$ cat config.mk
export PLATFORM = sky130hd
export DESIGN_NAME = longest_remaining_time_first_scheduler
export DESIGN_NICKNAME = d
export VERILOG_FILES = /design/src/sv/lrtf_pkg.sv /design/src/sv/lrtf_slot_mem.sv /design/src/sv/longest_remaining_time_first_scheduler.sv
export SDC_FILE = /design/constraint.sdc
export NUM_CORES = 1
export LEC_CHECK = 0
export BUFFER_PORTS_ARGS = -buffer_cell sky130_fd_sc_hd__buf_2
export CAP_MARGIN = 10
export CORE_ASPECT_RATIO = 1.4
export CORE_MARGIN = 5
export CORE_UTILIZATION = 29
export CTS_BUF_LIST = sky130_fd_sc_hd__clkbuf_8
export CTS_CLUSTER_SIZE = 16
export DETAILED_ROUTE_END_ITERATION = 7
export GPL_ROUTABILITY_DRIVEN = 0
export PLACE_DENSITY_LB_ADDON = 0.05
export SLEW_MARGIN = 15
export SYNTH_ARGS = -nofsm -noshare
export SYNTH_HDL_FRONTEND = slang
export SYNTH_SLANG_ARGS = --single-unit
$ cat constraint.sdc
create_clock -name clk -period 6 [get_ports clk]
set_input_delay 0.6 -clock clk [delete_from_list [all_inputs] [get_ports clk]]
set_output_delay 0.6 -clock clk [all_outputs]
set_load 0.02 [all_outputs]
$ cat src/sv/lrtf_pkg.sv
package lrtf_pkg;

  localparam int TIME_W = 16;
  localparam logic [TIME_W-1:0] TIME_MAX = '1;

  // operation codes on the input channel
  localparam logic OP_LOAD = 1'b0;
  localparam logic OP_TICK = 1'b1;

  typedef enum logic [1:0] {
    ST_IDLE,
    ST_SCAN,
    ST_FINISH
  } state_t;

  // one slot of the task table
  typedef struct packed {
    logic [TIME_W-1:0] arrival;
    logic [TIME_W-1:0] remaining;
  } entry_t;

  typedef struct packed {
    logic   en;
    entry_t data;
  } wr_req_t;

endpackage

$ cat src/sv/lrtf_slot_mem.sv
module lrtf_slot_mem #(
  parameter int TASK_SLOTS = 8,
  parameter int IDX_W      = 3
) (
  input  logic                clk,
  input  logic                rst_n,
  input  lrtf_pkg::wr_req_t   wr,
  input  logic [IDX_W-1:0]    wr_addr,
  input  logic [IDX_W-1:0]    rd_addr,
  output lrtf_pkg::entry_t    rd_entry
);

  lrtf_pkg::entry_t        mem [TASK_SLOTS];
  logic [TASK_SLOTS-1:0]   vld_r;
  lrtf_pkg::entry_t        rd_entry_r;

  // track written entries; an unwritten entry reads as empty
  always_ff @(posedge clk) begin
    if (!rst_n) begin
      vld_r <= '0;
    end else if (wr.en) begin
      vld_r[wr_addr] <= 1'b1;
    end
  end

  // write the table
  always_ff @(posedge clk) begin
    if (wr.en) begin
      mem[wr_addr] <= wr.data;
    end
  end

  // registered read
  always_ff @(posedge clk) begin
    if (vld_r[rd_addr]) begin
      rd_entry_r <= mem[rd_addr];
    end else begin
      rd_entry_r <= '0;
    end
  end

  assign rd_entry = rd_entry_r;

endmodule

$ cat src/sv/longest_remaining_time_first_scheduler.sv
// Longest-remaining-time-first scheduler over TASK_SLOTS task slots.
// Input channel (in_valid/in_ready): operation 0 loads arrival_time and
// burst_time into a slot and yields no result; operation 1 runs one tick.
// Result channel (out_valid/out_ready): one beat per tick with the slot
// that ran, the idle and finished flags, the time after the tick and the
// slot's remaining work.
// A tick scans the table, which sits in one memory with a single read
// port: the scan reads one slot per cycle, compares it against the running
// best, then writes the decremented entry back if a slot was found and
// registers the result. A new item is not accepted until the tick has
// finished. The result sits in an output register; a new item is accepted
// while it waits. If the receiver stalls, the next tick holds in its final
// step until the output register frees up.
// Reset clears the time counter and marks every slot empty at once.
module longest_remaining_time_first_scheduler #(
  parameter int TASK_SLOTS = 8
) (
  input  logic        clk,
  input  logic        rst_n,
  input  logic        in_valid,
  output logic        in_ready,
  input  logic        in_operation,
  input  logic [2:0]  in_slot,
  input  logic [15:0] in_arrival_time,
  input  logic [15:0] in_burst_time,
  output logic        out_valid,
  input  logic        out_ready,
  output logic [2:0]  out_chosen_slot,
  output logic        out_idle,
  output logic        out_finished,
  output logic [15:0] out_time_after,
  output logic [15:0] out_remaining_after
);

  localparam int IDX_W = (TASK_SLOTS > 1) ? $clog2(TASK_SLOTS) : 1;
  localparam int CNT_W = IDX_W + 1;
  localparam logic [CNT_W-1:0] CNT_END = CNT_W'(TASK_SLOTS);

  lrtf_pkg::state_t   state_r, state_nxt;
  logic [CNT_W-1:0]   rd_cnt_r;
  logic               cmp_vld_r;
  logic [IDX_W-1:0]   cmp_idx_r;
  logic               found_r;
  logic [IDX_W-1:0]   best_idx_r;
  lrtf_pkg::entry_t   best_r;
  logic [15:0]        time_r;
  logic [15:0]        time_inc;

  logic               out_valid_r;
  logic [2:0]         out_slot_r;
  logic               out_idle_r;
  logic               out_fin_r;
  logic [15:0]        out_time_r;
  logic [15:0]        out_rem_r;

  logic               in_fire;
  logic               load_ok;
  logic               fin_fire;
  logic               scan_done;
  logic               eligible;
  logic [15:0]        rem_dec;

  lrtf_pkg::wr_req_t  wr;
  logic [IDX_W-1:0]   wr_addr;
  logic [IDX_W-1:0]   rd_addr;
  lrtf_pkg::entry_t   rd_entry;

  lrtf_slot_mem #(
    .TASK_SLOTS (TASK_SLOTS),
    .IDX_W      (IDX_W)
  ) u_mem (
    .clk      (clk),
    .rst_n    (rst_n),
    .wr       (wr),
    .wr_addr  (wr_addr),
    .rd_addr  (rd_addr),
    .rd_entry (rd_entry)
  );

  // handshake and datapath helpers
  assign in_fire   = in_valid && in_ready;
  assign load_ok   = {29'd0, in_slot} < 32'(TASK_SLOTS);
  assign fin_fire  = (state_r == lrtf_pkg::ST_FINISH) && (!out_valid_r || out_ready);
  assign scan_done = (rd_cnt_r == CNT_END) && !cmp_vld_r;
  assign time_inc  = (time_r == lrtf_pkg::TIME_MAX) ? time_r : time_r + 16'd1;
  assign rem_dec   = best_r.remaining - 16'd1;
  assign eligible  = (rd_entry.remaining != 16'd0) && (rd_entry.arrival <= time_r);
  assign rd_addr   = rd_cnt_r[IDX_W-1:0];

  // next state
  always_comb begin
    state_nxt = state_r;
    unique case (state_r)
      lrtf_pkg::ST_IDLE: begin
        if (in_fire && in_operation == lrtf_pkg::OP_TICK) begin
          state_nxt = lrtf_pkg::ST_SCAN;
        end
      end
      lrtf_pkg::ST_SCAN: begin
        if (scan_done) begin
          state_nxt = lrtf_pkg::ST_FINISH;
        end
      end
      lrtf_pkg::ST_FINISH: begin
        if (fin_fire) begin
          state_nxt = lrtf_pkg::ST_IDLE;
        end
      end
      default: state_nxt = lrtf_pkg::ST_IDLE;
    endcase
  end

  // outputs of the sequencer: input ready and table writes
  always_comb begin
    in_ready     = 1'b0;
    wr.en        = 1'b0;
    wr.data      = '0;
    wr_addr      = best_idx_r;
    unique case (state_r)
      lrtf_pkg::ST_IDLE: begin
        in_ready = 1'b1;
        if (in_valid && in_operation == lrtf_pkg::OP_LOAD && load_ok) begin
          wr.en                = 1'b1;
          wr.data.arrival      = in_arrival_time;
          wr.data.remaining    = in_burst_time;
          wr_addr              = IDX_W'(in_slot);
        end
      end
      lrtf_pkg::ST_SCAN: begin
        in_ready = 1'b0;
      end
      lrtf_pkg::ST_FINISH: begin
        if (fin_fire && found_r) begin
          wr.en             = 1'b1;
          wr.data.arrival   = best_r.arrival;
          wr.data.remaining = rem_dec;
        end
      end
      default: in_ready = 1'b0;
    endcase
  end

  always_ff @(posedge clk) begin
    if (!rst_n) begin
      state_r <= lrtf_pkg::ST_IDLE;
    end else begin
      state_r <= state_nxt;
    end
  end

  // advance the read pointer through the table
  always_ff @(posedge clk) begin
    if (!rst_n) begin
      rd_cnt_r  <= '0;
      cmp_vld_r <= 1'b0;
    end else if (in_fire) begin
      rd_cnt_r  <= '0;
      cmp_vld_r <= 1'b0;
    end else if (state_r == lrtf_pkg::ST_SCAN && rd_cnt_r != CNT_END) begin
      rd_cnt_r  <= rd_cnt_r + CNT_W'(1);
      cmp_vld_r <= 1'b1;
    end else begin
      cmp_vld_r <= 1'b0;
    end
  end

  always_ff @(posedge clk) begin
    cmp_idx_r <= rd_addr;
  end

  // hold the running best; ties keep the earlier (lower) slot
  always_ff @(posedge clk) begin
    if (!rst_n) begin
      found_r <= 1'b0;
    end else if (in_fire) begin
      found_r <= 1'b0;
    end else if (cmp_vld_r && eligible &&
                 (!found_r || rd_entry.remaining > best_r.remaining)) begin
      found_r <= 1'b1;
    end
  end

  always_ff @(posedge clk) begin
    if (cmp_vld_r && eligible && (!found_r || rd_entry.remaining > best_r.remaining)) begin
      best_idx_r <= cmp_idx_r;
      best_r     <= rd_entry;
    end
  end

  // advance time once per tick, saturating at the maximum
  always_ff @(posedge clk) begin
    if (!rst_n) begin
      time_r <= '0;
    end else if (fin_fire) begin
      time_r <= time_inc;
    end
  end

  // result register
  always_ff @(posedge clk) begin
    if (!rst_n) begin
      out_valid_r <= 1'b0;
    end else if (fin_fire) begin
      out_valid_r <= 1'b1;
    end else if (out_ready) begin
      out_valid_r <= 1'b0;
    end
  end

  always_ff @(posedge clk) begin
    if (fin_fire) begin
      out_time_r <= time_inc;
      out_idle_r <= !found_r;
      if (found_r) begin
        out_slot_r <= 3'(best_idx_r);
        out_fin_r  <= (rem_dec == 16'd0);
        out_rem_r  <= rem_dec;
      end else begin
        out_slot_r <= 3'd0;
        out_fin_r  <= 1'b0;
        out_rem_r  <= 16'd0;
      end
    end
  end

  assign out_valid           = out_valid_r;
  assign out_chosen_slot     = out_slot_r;
  assign out_idle            = out_idle_r;
  assign out_finished        = out_fin_r;
  assign out_time_after      = out_time_r;
  assign out_remaining_after = out_rem_r;

`ifndef SYNTHESIS
  a_time_monotonic: assert property (@(posedge clk) disable iff (!rst_n)
    $past(rst_n) |-> time_r >= $past(time_r))
    else $error("time counter went backward");

  a_best_nonempty: assert property (@(posedge clk) disable iff (!rst_n)
    (state_r == lrtf_pkg::ST_FINISH && found_r) |-> best_r.remaining != 16'd0)
    else $error("chosen slot has no remaining work");

  a_result_from_finish: assert property (@(posedge clk) disable iff (!rst_n)
    $rose(out_valid_r) |-> $past(state_r == lrtf_pkg::ST_FINISH))
    else $error("result raised outside the finish step");

  a_tick_starts_scan: assert property (@(posedge clk) disable iff (!rst_n)
    (in_fire && in_operation == lrtf_pkg::OP_TICK) |=> state_r == lrtf_pkg::ST_SCAN)
    else $error("accepted tick did not start a scan");
`endif

endmodule
Word level (Yosys, flattened, before mapping)
Memories as Yosys holds them, arrays and structs flattened. A register that Yosys moved wholly into a read port is not among the register bits.
Index checks and enable logic that the tools add are counted.
- flip-flop bits (word level): 108
- memory bits (writable): 256
- memories: 1
- memory list (memory ; words ; width ; read ports ; clocked after Yosys merged registers in ; write ports ; RTL line ; text):
    u_mem.mem ; 8 ; 32 ; 1 ; 1 ; 1 ; lrtf_slot_mem.sv:13 ; lrtf_pkg::entry_t mem [TASK_SLOTS];
- add/subtract/negate cells: 3
- order comparisons: 5
- eq/ne operators: 8
- muxes and demuxes: 20
- bitwise operators: 3
- reduce and logical (&&, ||, !) cells: 23
- operators by type and width (operator ; number):
    33-bit 2-to-1 mux ; 2
    33-bit case mux with 2 select lines ; 1
    16-bit by 1-bit adder with 16-bit output, second input constant ; 1
    16-bit == test, second input constant ; 1
    16-bit greater-than comparator ; 1
    16-bit less-or-equal comparator ; 1
    16-bit logical NOT ; 1
    16-bit 2-to-1 mux ; 1
    16-bit nonzero test ; 1
    16-bit by 1-bit subtractor with 16-bit output, second input constant ; 1
    1-bit logical AND ; 11
    3-bit by 4-bit < comparator with 1-bit output, second input constant ; 2
    1-bit 2-to-1 mux ; 8
    8-bit OR ; 1
    2-bit 2-to-1 mux ; 3
    3-bit 2-to-1 mux ; 2
    2-bit inequality test, second input constant ; 3
    2-bit case mux with 3 select lines ; 1
    4-bit by 1-bit adder with 4-bit output, second input constant ; 1
    4-bit == test, second input constant ; 1
    1-bit logical NOT ; 4
    4-bit inequality test, second input constant ; 1
    1-bit binary-select mux with 3-bit select ; 1
    1-bit demux with 3-bit select ; 1
    9 further kinds ; 11

Depth between registers and ports, before layout
- depth in word-level cells: 9
- depth in mapped cells: 9

Cells and area by module
From an unflattened synthesis, not the netlist that was laid out.
- cell total of the unflattened synthesis: 962
- area, all modules: 15979.1 um2
- modules (own cells, without submodules) (module ; instances ; cells an instance ; area each (um2) ; seq. area each (um2)):
    lrtf_slot_mem ; 1 ; 470 ; 10732.8 ; 8488.1
    longest_remaining_time_first_scheduler ; 1 ; 492 ; 5246.3 ; 2722.6

Worst setup path after synthesis
Ideal clock, no wire load.
- kind: reg2reg
- start: reg time_r[13]
- end: reg best_idx_r[0], enable pin
- library setup time: 515 ps
- arrival: 5095 ps
- path slack: 390 ps
- cell stages (with the launch flop): 8
- clock period less this slack: 5610 ps
- path through: dfxtp_1 -> inv_1 -> ha_1 -> a21o_1 -> a21o_1 -> a2111oi_0 -> a31oi_1 -> nor4_1
- cells in the longest elaborated chain, start to end: 4
- ends and longest elaborated chain (item ; RTL line ; text):
    start, declared ; longest_remaining_time_first_scheduler.sv:46 ; logic [15:0] time_r;
    start signal, assigned ; longest_remaining_time_first_scheduler.sv:195 ; time_r <= time_inc;
    16-bit less-or-equal comparator ; longest_remaining_time_first_scheduler.sv:87 ; assign eligible = (rd_entry.remaining != 16'd0) && (rd_entry.arrival <= time_r);
    1-bit logical AND ; longest_remaining_time_first_scheduler.sv:87 ;
    1-bit logical AND (2 in a row) ; longest_remaining_time_first_scheduler.sv:184 ; if (cmp_vld_r && eligible && (!found_r || rd_entry.remaining > best_r.remaining)) begin
    end signal, assigned ; longest_remaining_time_first_scheduler.sv:185 ; best_idx_r <= cmp_idx_r;
    end, declared ; longest_remaining_time_first_scheduler.sv:44 ; logic [IDX_W-1:0] best_idx_r;
Every way passes these cells.
A chain may end at the register's enable or synchronous reset.

Worst setup path after layout
- start: reg state_r[1]
- end: mem u_mem.mem[0][9] (netlist bit), enable pin
- cells in the longest elaborated chain, start to end: 7
- elaborated cells on any way between the ends: 9
- those cells by class: eq/ne (1); mux (5); reduce/logical (3)
- ends and longest elaborated chain (item ; RTL line ; text):
    start, declared ; longest_remaining_time_first_scheduler.sv:39 ; lrtf_pkg::state_t state_r, state_nxt;
    start signal, assigned ; longest_remaining_time_first_scheduler.sv:145 ; state_r <= lrtf_pkg::ST_IDLE;
    start signal, assigned ; longest_remaining_time_first_scheduler.sv:147 ; state_r <= state_nxt;
    2-bit == test ; longest_remaining_time_first_scheduler.sv:83, longest_remaining_time_first_scheduler.sv:119 ;
    1-bit logical AND ; longest_remaining_time_first_scheduler.sv:83 ; assign fin_fire = (state_r == lrtf_pkg::ST_FINISH) && (!out_valid_r || out_ready);
    1-bit logical AND ; longest_remaining_time_first_scheduler.sv:133 ; if (fin_fire && found_r) begin
    33-bit 2-to-1 mux ; longest_remaining_time_first_scheduler.sv:133 ;
    33-bit case mux with 2 select lines ; longest_remaining_time_first_scheduler.sv:119 ; unique case (state_r)
    1-bit 2-to-1 mux ; lrtf_slot_mem.sv:28 ; if (wr.en) begin
    1-bit 2-to-1 mux (not written as such) ; lrtf_slot_mem.sv:29 ; mem[wr_addr] <= wr.data;
    end, declared ; lrtf_slot_mem.sv:13 ;
Several ways; a longest one is shown, not always the timed one.

==> results.md <==
- The endpoint type of the worst setup path is a flip-flop.
- TritonCTS built the clock tree.
- The number of enable flip-flop cells after synthesis is 328.
- The most used flip-flop cell after synthesis is sky130_fd_sc_hd__edfxtp_1.
- After detailed routing, the average wire length per cell comes to ~22 µm.
- The half-perimeter wire length of the detailed placement result is 27.14 mm.
- The area of all placed cells without fillers is around 18000 µm².
- In this run the horizontal extent of the chip is about 210 µm.
- The top-level I/O count is a little under 80.
- After clock tree synthesis, the setup repair step added 0 buffers.
- The gate count after technology mapping is 1015.
- The netlist area before placement is 15890 µm².
- The maximum fanout along the worst path is 19.
- The worst setup path is launched from a flip-flop.
- In this run the core area contains 101 standard-cell rows.
- The hold slack is a little under 0.4 ns.
- The buffer depth of the longest clock path is 3.
- The die covers 59620 µm².
- The library cell with the largest summed area after synthesis is sky130_fd_sc_hd__edfxtp_1.
- The die height is approximately 290 µm.
- Counting the fill cells in the layout gives roughly 5200.
- The summed negative setup slack over all endpoints is 0 ns.
- The count of nets left with antenna violations once routing finished came out at 0.
- For the pin with the worst max-slew slack, the measured transition is between 1 and 1.5 ns.
- Counting flops with an async set or reset pin after synthesis yields a share of 0.
- The post-synth net total is approximately 1100.
- The relative contribution of the clock network to total power is 0.400.
- The required arrival time at the worst endpoint is 6.24 ns.
- The number of max-slew violations in the final report is 0.
- The sum of overflow across all layers after global routing is 0.
- The initial core utilization is 0.2930.
- Measured on the finished design, the core utilization comes to 0.3408.
- The post-cts gate resize count is 0.
- Summing all multi-input logic gate instances after layout gives between 4000 and 5000 µm².
- The flow ran to the end, and the final reports show no timing, DRC or antenna violations.
- The worst setup margin is 2.812 ns.
- The largest individual stage delay along the critical path comes from the cell sky130_fd_sc_hd__nor2_4.
- The combinational power share is 0.040.
- The signal on the critical path passes through nor2b_1, nand3_1, o32a_1, nor2_4, buf_4.
- The register area is 11220 µm².
- The worst clock skew is 0.01604 ns.
- The placement-stage worst setup slack is ~2.6 ns.
- The post-layout instance count excluding filler cells is 1917.
- The worst IR drop on VDD is approximately 0.1 mV.
- The switching share of total power is 0.2247.
- Ranked by total cell area, the synthesized netlist is headed by sky130_fd_sc_hd__edfxtp_1 (62%), sky130_fd_sc_hd__mux4_2 (9.4%), sky130_fd_sc_hd__dfxtp_1 (8.6%), sky130_fd_sc_hd__ha_1 (2.9%), sky130_fd_sc_hd__nand2_1 (2.6%).
- The initial antenna violation count came to 2.
- Based on the critical path, the design can be clocked at up to approximately 310 MHz.
- The number of hold violations in the final report is 0.
- The starting DRC count in detailed routing is between 500 and 600.
- The critical path start-end classification is reg2reg.
- After detailed placement, the design holds a cell count of 1800.
- The clock period could shrink to roughly 3.2 ns.
- Dividing the synthesized area by the synthesized cell count gives roughly 16 µm².
- After the last flow step, the layout net total stands at roughly 1200.
- The number of I/O port buffers is ~80.
- The analysis attributes to cell leakage a power of about 6.2 nW.
- The post-synthesis sequential element count is approximately 400.
- The first TritonRoute pass finished after 5 iterations.
- The analysis attributes to net switching a power of around 1.2 mW.
- Of the post-synthesis cell area, the dominant cell type holds 0.6200.
- In this design, the stage delay of the slowest critical-path cell is ~0.58 ns.
- The number of global-route vias before repair came to between 9000 and 10000.
- The quantity of hold-fixing buffers added after cts is 0.
- The vias after detailed routing is around 9000.
- The post-detailed-route via-to-cell ratio is roughly 4.7.
- The final period utilization is 0.5313.
- Setup repair after global routing left no endpoint under its margin.
- Yosys mapped the design onto 51 distinct sky130hd cell types.
- For the worst-skew pair, the clock arrives at the later sink with an insertion delay of ~0.59 ns.
- The post-detailed-placement cell area is between 15000 and 20000 µm².
- The kind of path behind the tightest hold check is in2reg.
- The clock tree synthesis step divided the H-tree into 3 levels.
- Entering global routing, the biggest net connects 52 pins.
- The wire length after detailed routing is around 42 mm.
- The post-detailed-route DRC marker count is 0.
- The internal power of the cells totals about 4.2 mW.
- The master cell of the clock root buffer is sky130_fd_sc_hd__clkbuf_8.
- The clock sink total is between 300 and 400.
- The clock transition at the registers of the reported paths is ~0.060 ns.
- The share of layout cells above drive strength 1 is 0.2226.
- The wire length of the first global-routing pass is 62.78 mm.
- The completed layout was analyzed and its total power is 5.394 mW.
- The total area inside the core boundary comes to around 54000 µm².
- The worst slew margin relative to its limit is 0.1993.
- The power density of the placed cells is ~290 nW/µm².
- Buffers inserted during clock tree synthesis total between 60 and 70.
- The overall fraction of global-route tracks in use is 0.1409.
- The Yosys step of the flow raised 0 warnings.
- Of the total power, registers draw 0.560.
- The total of max-cap violations is 0.
- The count of endpoints failing setup in the final report is 0.
- The sequential-to-total area share from yosys stat is 0.7057.
- The area growth from synthesis to final layout is 16.30%.
- The data arrival time of the critical path is approximately 3.4 ns.
## registers in the layout (all words and copies together) (netlist names), 4 cells and up
| register | cells |
|---|---|
| rd_cnt_r | 4 |
| u_mem.vld_r | 8 |
| u_mem.rd_entry | 32 |
| out_time_after | 16 |
| u_mem.mem | 256 |
| out_remaining_after | 16 |
| best_r | 32 |
| time_r | 16 |
## layer usage
layer | vias up | GRT usage | part of all wire
met5 | - | 0 | 0
met4 | 0 | 0.04501 | 0.024
met3 | 64 | 0.02697 | 0.040
met2 | 191 | 0.2443 | 0.51
met1 | 4531 | 0.1788 | 0.43
li1 | 4184 | - | -
## cells in the final DEF, fill, tap and decap left out, types with 9 or more instances in the layout
master                     netlist  final
sky130_fd_sc_hd__inv_1          40     71
sky130_fd_sc_hd__ha_1           37     37
sky130_fd_sc_hd__buf_2          11     78
sky130_fd_sc_hd__clkinv_1        1      9
sky130_fd_sc_hd__edfxtp_1      328    328
sky130_fd_sc_hd__nand2_1       108    108
sky130_fd_sc_hd__o21a_1         11     11
sky130_fd_sc_hd__nor2_1         55     47
sky130_fd_sc_hd__a22o_1         18     18
sky130_fd_sc_hd__nand3_1        14     14
sky130_fd_sc_hd__clkbuf_8        0     72
sky130_fd_sc_hd__nand4_1        17     17
sky130_fd_sc_hd__buf_4           0     25
sky130_fd_sc_hd__nor3_1         14     13
sky130_fd_sc_hd__dfxtp_1        68     66
sky130_fd_sc_hd__xnor2_1        28     28
sky130_fd_sc_hd__nor4_1         17     16
sky130_fd_sc_hd__mux4_2         66     66
sky130_fd_sc_hd__a21oi_1        53     53
sky130_fd_sc_hd__o21ai_0        27     24
## power by group through the flow
stage,Combinational (mW),Clock [mW],Sequential [mW]
floorplan,0.130,0,3.08
global placement,0.222,0,3.08
detailed placement,0.222,0,3.08
CTS,0.223,2.27,3.02
global route,0.236,2.39,3.02
finish,0.215,2.16,3.02
## cells in the mapped netlist (all sizes together), types with 16 or more instances
library cell	number
ha	37
dfxtp	68
nor4	17
edfxtp	328
nand2	108
nor2	56
buf	16
clkbuf	23
nand4	17
o21ai	29
xnor2	28
a21oi	53
a22o	18
inv	41
mux4	66
## final cells by class
cell class	count	share of cell area
Sequential cell	396	0.6072
Timing Repair Buffer	103	0.03129
Inverter	42	0.008533
Antenna cell	1	0.0001354
Tap cell	721	0.04883
Clock inverter	44	0.009549
Multi-Input combinational cell	538	0.2408
Clock buffer	72	0.05364
## worst paths after layout
| check | to | from | cells after the start | slack (ns) |
|---|---|---|---|---|
| setup / recovery | u_mem.mem[0][9]$_DFFE_PP_ | state_r[1]$_SDFFE_PN0P_ | 5 | 2.81 |
| hold / removal | state_r[1]$_SDFFE_PN0P_ | out_ready | 4 | 0.39 |
| setup reg to reg | u_mem.mem[0][9]$_DFFE_PP_ | state_r[1]$_SDFFE_PN0P_ | 5 | 2.81 |
| hold reg to reg | best_idx_r[0]$_DFFE_PP_ | cmp_idx_r[0]$_DFF_P_ | 0 | 0.40 |
## worst max-delay path, delay by kind of cell (launching register included)
| family | cells | cell delay, ns |
|---|---|---|
| AO/OA/AOI/OAI | 1 | 0.53 |
| buffers and inverters | 1 | 0.44 |
| flip-flops | 1 | 0.45 |
| AND/OR/NAND/NOR | 3 | 1.42 |
## kinds of logic (layout without fill, tap and decap cells)
family | after synthesis | in the layout | share of synthesized area
other | 0 | 1 | 0
muxes | 70 | 70 | 0.09617
xor gates and xnor gates | 29 | 29 | 0.01599
AOI/OAI and AO/OA | 139 | 139 | 0.05419
DFF | 396 | 396 | 0.7057
adders and majority gates | 37 | 37 | 0.02914
and+or+nand+nor | 263 | 263 | 0.07877
buffers and inverters | 81 | 261 | 0.02001
(Power assumes the default switching activity.)
